===== src/design/qsmc_pkg.sv =====
// ----------------------------------------------------------------------------
// qsmc_pkg: shared types and constants
// Field widths, operation codes and helpers for the sparse state block.
// ----------------------------------------------------------------------------
`default_nettype none
package qsmc_pkg;
    localparam int STORE_DEPTH = 64;
    localparam int IDX_W = $clog2(STORE_DEPTH);
    localparam int CNT_W = $clog2(STORE_DEPTH + 1);
    localparam logic [31:0] AMP_ONE = 32'h4000_0000;

    typedef enum logic [1:0] {
        OP_LOAD = 2'd0,
        OP_SET = 2'd1,
        OP_MBIT = 2'd2,
        OP_MREG = 2'd3
    } op_t;

    typedef struct packed {
        logic        start;
        logic [63:0] dividend;
        logic [31:0] divisor;
    } div_req_t;

    typedef struct packed {
        logic        done;
        logic [63:0] quotient;
    } div_rsp_t;

    function automatic logic [31:0] mag32(input logic [31:0] v);
        mag32 = v[31] ? (32'd0 - v) : v;
    endfunction

    function automatic logic [63:0] sat_add(input logic [63:0] a, input logic [63:0] b);
        logic [64:0] s;
        s = {1'b0, a} + {1'b0, b};
        sat_add = s[64] ? {64{1'b1}} : s[63:0];
    endfunction
endpackage
`default_nettype wire


===== src/design/qsmc_div.sv =====
// ----------------------------------------------------------------------------
// qsmc_div: shared restoring divider
// Divides a 64-bit value by a 32-bit value, one quotient bit per cycle.
// ----------------------------------------------------------------------------
`default_nettype none
module qsmc_div (
    input  wire logic              clk,
    input  wire logic              rst_n,
    input  wire qsmc_pkg::div_req_t req,
    output qsmc_pkg::div_rsp_t     rsp
);
    import qsmc_pkg::*;

    logic [63:0] quo_reg;
    logic [32:0] rem_reg;
    logic [31:0] dvs_reg;
    logic [6:0]  cnt_reg;
    logic        busy_reg;
    logic        done_reg;
    logic [32:0] trial;

    assign trial = {rem_reg[31:0], quo_reg[63]};
    assign rsp.done = done_reg;
    assign rsp.quotient = quo_reg;

    always_ff @(posedge clk or negedge rst_n)
    begin
        if (!rst_n)
        begin
            busy_reg <= 1'b0;
            done_reg <= 1'b0;
            cnt_reg  <= '0;
        end
        else
        begin
            done_reg <= 1'b0;
            if (req.start)
            begin
                busy_reg <= 1'b1;
                cnt_reg  <= 7'd64;
            end
            else if (busy_reg)
            begin
                cnt_reg <= cnt_reg - 7'd1;
                if (cnt_reg == 7'd1)
                begin
                    busy_reg <= 1'b0;
                    done_reg <= 1'b1;
                end
            end
        end
    end

    always_ff @(posedge clk)
    begin
        if (req.start)
        begin
            quo_reg <= req.dividend;
            rem_reg <= '0;
            dvs_reg <= req.divisor;
        end
        else if (busy_reg)
        begin
            if (trial >= {1'b0, dvs_reg})
            begin
                rem_reg <= trial - {1'b0, dvs_reg};
                quo_reg <= {quo_reg[62:0], 1'b1};
            end
            else
            begin
                rem_reg <= trial;
                quo_reg <= {quo_reg[62:0], 1'b0};
            end
        end
    end
endmodule
`default_nettype wire


===== config.mk =====
export PLATFORM = sky130hd
export DESIGN_NAME = qsmc_div
export DESIGN_NICKNAME = d
export VERILOG_FILES = /design/src/design/qsmc_pkg.sv /design/src/design/qsmc_div.sv
export SDC_FILE = /design/constraint.sdc
export NUM_CORES = 1
export LEC_CHECK = 0
export BUFFER_PORTS_ARGS = -buffer_cell sky130_fd_sc_hd__buf_2
export CAP_MARGIN = 20
export CORE_MARGIN = 5
export CORE_UTILIZATION = 50
export DETAILED_ROUTE_END_ITERATION = 10
export GPL_ROUTABILITY_DRIVEN = 0
export PLACE_DENSITY = 0.77
export SLEW_MARGIN = 20
export SYNTH_ARGS = -nofsm -noshare
export SYNTH_HDL_FRONTEND = slang
export SYNTH_SLANG_ARGS = --single-unit

===== constraint.sdc =====
create_clock -name clk -period 2.8 [get_ports clk]
set_input_delay 0.28 -clock clk [delete_from_list [all_inputs] [get_ports clk]]
set_output_delay 0.28 -clock clk [all_outputs]
set_load 0.05 [all_outputs]

-- Word level (Yosys, flattened, before mapping)
Index checks and enable logic that the tools add are counted.
- bits in read-only memories: 0
- word-level logic and storage cells: 23
- output and inout bits: 65
- memories kept: 0
- flip-flop bits (word level): 137
- bits in writable memories: 0
- latch bits: 0
- input port bits: 99
- add/subtract/negate cells: 2
- eq/ne operators: 1
- div/mod/pow operators: 0
- bitwise gates (word level): 0
- reductions and logical operators: 1
- $lt $le $gt $ge: 1
- mux-type cells: 12
- shifts and indexed selects: 0
- $mul: 0
- operators by type and width (kind ; number):
    64-bit two-way mux ; 2
    33-bit by 32-bit >= comparator with 1-bit output ; 1
    32-bit two-way mux ; 1
    32-bit subtractor ; 1
    7-bit two-way mux ; 2
    7-bit by 1-bit == test with 1-bit output, second input constant ; 1
    1-bit two-way mux ; 7
    7-bit by 1-bit subtractor with 7-bit output, second input constant ; 1
    2-bit nonzero test ; 1

-- Logic depth before layout (Yosys ltp)
- depth in word-level cells: 4
- depth in mapped cells: 12
- gate-level depth less buffers: 11

-- Least setup slack after synthesis
No wires, ideal clock.
- path kind: register to register
- start: register quo_reg[63]
- end: register rem_reg[30]
- stages on the path, launching flop included: 12
- clock period less this slack: 2.857 ns
- path slack: -0.057 ns
- data arrival time: 2.799 ns
- library setup time: 0.059 ns
- cells stage by stage: edfxtp_1 > inv_1 > ha_1 > fa_1 > nor2b_1 > o2111ai_1 > a21oi_1 > o21ai_0 > a211oi_1 > o2111ai_1 > a31oi_1 > o221a_2
- word-level cells in the longest chain between the ends: 2
- RTL lines (element ; line ; RTL):
    from (decl) ; qsmc_div.sv:14 ; logic [63:0] quo_reg;
    from (signal assigned) ; qsmc_div.sv:58 ; quo_reg <= req.dividend;
    from (signal assigned) ; qsmc_div.sv:67 ; quo_reg <= {quo_reg[62:0], 1'b1};
    from (signal assigned) ; qsmc_div.sv:72 ; quo_reg <= {quo_reg[62:0], 1'b0};
    32-bit subtractor / 33-bit by 32-bit >= comparator with 1-bit output (equally long branches) ; qsmc_div.sv:66, qsmc_div.sv:64 ;
    32-bit two-way mux * ; qsmc_div.sv:64 ; if (trial >= {1'b0, dvs_reg})
    to (signal assigned) ; qsmc_div.sv:66 ; rem_reg <= trial - {1'b0, dvs_reg};
    to (signal assigned) ; qsmc_div.sv:71 ; rem_reg <= trial;
    to (decl) ; qsmc_div.sv:15 ; logic [32:0] rem_reg;
Every way passes the cells marked *; elsewhere a longest branch is shown, timed or not.
A chain may end at the register's enable or synchronous reset.

-- Worst setup path after layout
- start: register quo_reg[63]
- end: register rem_reg[28]
Same word-level chain as after synthesis.

==> results_tabular.tex <==
\begin{tabular}{lr}
\hline
Metric & Value \\
\hline
\multicolumn{2}{l}{\textbf{Yosys}} \\
Post-synthesis instance area & 7456 sq um \\
Number of enable flip-flop cells after synthesis & 96 \\
Primary flip-flop cell chosen by synthesis mapping & sky130\_fd\_sc\_hd\_\_edfxtp\_1 \\
Synthesis warning total & 0 \\
Share of the yosys chip area belonging to registers & 50.28\% \\
Yosys top cell by area & sky130\_fd\_sc\_hd\_\_edfxtp\_1 \\
Asr flop ratio synth & 6.569\% \\
Number of unique standard cell types used by synthesis & 64 \\
Register bit total from synthesis & 137 \\
Top area cells in the synthesized netlist & sky130\_fd\_sc\_hd\_\_edfxtp\_1 39\%, sky130\_fd\_sc\_hd\_\_mux2\_2 9.7\%, sky130\_fd\_sc\_hd\_\_dfxtp\_1 8.6\% \\
Cells after synthesis & 678 \\
Portion of synthesized cell area occupied by the leading cell type & 38.66\% \\
Average size of a mapped cell & 11.00 sq um \\
Net Count, Synth & 812 \\
\multicolumn{2}{l}{\textbf{Run status}} \\
Outcome & finished clean \\
\multicolumn{2}{l}{\textbf{Timing}} \\
Slew Limit Fails & 0 \\
RSZ-0062 raised after global routing & yes \\
Minimum hold slack & 0.03892 ns \\
Slew Limit Headroom & 53.33\% \\
Worst Tran Pin Value & 0.7001 ns \\
Crit share post-route & 97.02\% \\
Setup-failing EPs final & 0 \\
Minimum clock period after layout & 2.717 ns \\
Final Hold Vio Count & 0 \\
Maximum achievable frequency & 0.3681 GHz \\
Setup\_tns & 0 ns \\
Setup ws final & 0.08332 ns \\
Final worst clock skew & 0.01126 ns \\
\multicolumn{2}{l}{\textbf{Finish}} \\
Number of nets at the end of the flow & 1006 \\
Share of post-route cells with drive strength above 1 & 39.10\% \\
Antenna diode count & 0 \\
Leading cell type in the layout, fill and taps excluded & sky130\_fd\_sc\_hd\_\_buf\_2 \\
Max FFs per register & 64 \\
Filler-free cell count of the finished design & 1069 \\
Layout overhead on the synthesized area & 27.92\% \\
Most used cells in the layout excluding fill and tap cells & 162 x sky130\_fd\_sc\_hd\_\_buf\_2, 96 x sky130\_fd\_sc\_hd\_\_edfxtp\_1, 79 x sky130\_fd\_sc\_hd\_\_nand2\_1, 64 x sky130\_fd\_sc\_hd\_\_mux2\_2, 49 x sky130\_fd\_sc\_hd\_\_nor2\_1 \\
Layout filler cell count & 1131 \\
\multicolumn{2}{l}{\textbf{Critical path}} \\
Largest fanout on the critical path & 3 \\
CP arrival & 3.04 ns \\
Critical Path Sink Type & flip-flop \\
Critical Setup Path Class & flip-flop to flip-flop \\
Startpoint type of the worst setup path & flip-flop \\
CP Data Required Time & 3.12 ns \\
\multicolumn{2}{l}{\textbf{Global route}} \\
Largest net degree at the start of global routing & 85 \\
Residual overflow from global routing & 0 \\
First-pass GRT wire length & 30100 um \\
Via count of the first global-routing pass & 5916 \\
All-layer global routing usage & 21.08\% \\
Antenna violations before repair & 2 \\
\multicolumn{2}{l}{\textbf{Placement}} \\
Post-placement worst setup slack & -0.04151 ns \\
Placed Cells incl. Taps & 1024 \\
Buffers added on ports & 163 \\
Half-perimeter wire length of the detailed placement result & 13110 um \\
\multicolumn{2}{l}{\textbf{Power and ir drop}} \\
Largest vdd supply drop & 607.1 uV \\
Standby leakage power & 4.120 nW \\
Power per standard cell area & 1012 nW/um\^{}2 \\
Power after layout & 9.649 mW \\
\multicolumn{2}{l}{\textbf{Route}} \\
Via/cell ratio & 5.558 \\
Detailed-route wire length per cell & 17.76 um \\
Initial DRT Pass Iterations & 5 \\
Residual antenna-violating net count after detailed routing & 0 \\
Wire length after detailed routing & 18990 um \\
Total number of vias & 5941 \\
Drc violations & 0 \\
Iteration-0 DRC count of the detailed router & 392 \\
\multicolumn{2}{l}{\textbf{CTS}} \\
Clock latency of the later-clocked register in the worst-skew pair & 0.42 ns \\
Clock Sink Count & 137 \\
CTS H-tree lvls & 4 \\
Root buffer selected by CTS & sky130\_fd\_sc\_hd\_\_clkbuf\_16 \\
Clock transition at the registers of the reported paths & 0.06 ns \\
Number of buffers inserted during clock tree synthesis & 17 \\
Maximum clock path buffer count & 2 \\
CTS tree & yes \\
\multicolumn{2}{l}{\textbf{Die}} \\
Die outline area & 17450 sq um \\
Core region area & 14590 sq um \\
Io pins & 164 \\
Starting Density & 51.11\% \\
DIE HEIGHT & 132.1 um \\
Die width & 132.1 um \\
Num rows & 44 \\
\multicolumn{2}{l}{\textbf{Job}} \\
Max-Cap Viols & 0 \\
\multicolumn{2}{l}{\textbf{Min path}} \\
Class of the tightest hold or removal check & primary input to flip-flop \\
\hline
\end{tabular}
[per-layer routing]
layer	GRT usage, %	part of all wire, %	vias up
li1	-	-	2909
met1	26.25	41	2813
met2	34.87	49	200
met3	8.550	8.7	15
met4	4.171	0.85	4
met5	0	0.11	-
[power breakdown]
part | internal, mW | switching [mW]
Sequential | 2.64 | 0.318
Combinational | 1.74 | 2.55
Clock | 1.51 | 0.899
[final timing paths]
path / start / to / slack [ns] / cells past startpoint
max reg2reg: quo_reg[63]$_DFFE_PP_ / rem_reg[28]$_SDFFE_PP0P_ / 0.08 / 11
min: req[30] / dvs_reg[30]$_DFFE_PP_ / 0.04 / 1
min in group asynchronous: rst_n / done_reg$_DFF_PN0_ / 0.28 / 2
min reg2reg: rem_reg[12]$_SDFFE_PP0P_ / rem_reg[13]$_SDFFE_PP0P_ / 0.50 / 2
max in group asynchronous: rst_n / busy_reg$_DFF_PN0_ / 2.32 / 2
max: quo_reg[63]$_DFFE_PP_ / rem_reg[28]$_SDFFE_PP0P_ / 0.08 / 11
[cell usage after synthesis, types with 4 or more instances]
master and count:
sky130_fd_sc_hd__edfxtp_1 96, sky130_fd_sc_hd__nand2_1 80, sky130_fd_sc_hd__mux2_2 64, sky130_fd_sc_hd__nor2_1 49
sky130_fd_sc_hd__inv_1 41, sky130_fd_sc_hd__a21oi_1 34, sky130_fd_sc_hd__ha_1 34, sky130_fd_sc_hd__dfxtp_1 32
sky130_fd_sc_hd__a311oi_1 22, sky130_fd_sc_hd__o21ai_0 21, sky130_fd_sc_hd__xnor2_1 19, sky130_fd_sc_hd__a21o_1 14
sky130_fd_sc_hd__clkbuf_1 12, sky130_fd_sc_hd__nand3_1 12, sky130_fd_sc_hd__xor2_1 11, sky130_fd_sc_hd__buf_1 9
sky130_fd_sc_hd__dfrtp_1 9, sky130_fd_sc_hd__nor3_1 8, sky130_fd_sc_hd__and3_1 7, sky130_fd_sc_hd__a211oi_1 5
sky130_fd_sc_hd__a31oi_1 5, sky130_fd_sc_hd__nand4_1 5, sky130_fd_sc_hd__o31ai_1 5, sky130_fd_sc_hd__a311oi_2 4
sky130_fd_sc_hd__and2_1 4, sky130_fd_sc_hd__buf_2 4, sky130_fd_sc_hd__nand2b_1 4, sky130_fd_sc_hd__nand3b_1 4
sky130_fd_sc_hd__nor3b_1 4, sky130_fd_sc_hd__o21a_1 4
[area by class of cell]
| class | instances | area [sq um] | area share, % |
|---|---|---|---|
| multi-input cells | 473 | 3636 | 38.12 |
| repair buffers | 202 | 1142 | 11.98 |
| inverters | 41 | 153.9 | 1.614 |
| well taps | 184 | 230.2 | 2.414 |
| flip-flops and latches | 137 | 3750 | 39.32 |
| clock inverters | 12 | 188.9 | 1.981 |
| clock buffers | 20 | 436.7 | 4.578 |
[per-stage QoR]
step | area (sq um) | utilization, %
finish | 9538 | 65.38
global route | 9538 | 65.38
CTS | 9280 | 63.61
detailed placement | 8615 | 59.05
global placement | 8615 | 59.05
floorplan | 7467 | -
[kinds of logic after synthesis]
kind of cell             count (synthesis)  synth area share [%]
AND/OR/NAND/NOR                        195                 12.03
adder cells (fa/ha/maj)                 35                 5.974
flip-flops                             137                 50.28
XOR/XNOR                                30                 3.524
buffers and inverters                   71                 4.011
AO/OA/AOI/OAI                          144                 14.25
multiplexers                            66                 9.935
[worst max-delay path, stage by stage, from the launching register on]
cell                       delay [ns]
sky130_fd_sc_hd__edfxtp_1        0.40
sky130_fd_sc_hd__inv_1           0.10
sky130_fd_sc_hd__ha_1            0.19
sky130_fd_sc_hd__fa_2            0.23
sky130_fd_sc_hd__nor2b_2         0.07
sky130_fd_sc_hd__o311a_1         0.33
sky130_fd_sc_hd__o31ai_2         0.30
sky130_fd_sc_hd__a31oi_2         0.21
sky130_fd_sc_hd__o31ai_2         0.28
sky130_fd_sc_hd__a31oi_1         0.16
sky130_fd_sc_hd__xnor2_1         0.16
sky130_fd_sc_hd__o31ai_1         0.20
[repair_timing]
action,in CTS,in global routing
resized for setup,4,31
pin swaps,1,13
cloned,1,2
hold buffers,1,0
endpoints found under the setup margin,9,33
hold endpoints to repair,9,0
buffers inserted,0,9
No activity file was read; power rests on OpenSTA's default activity.
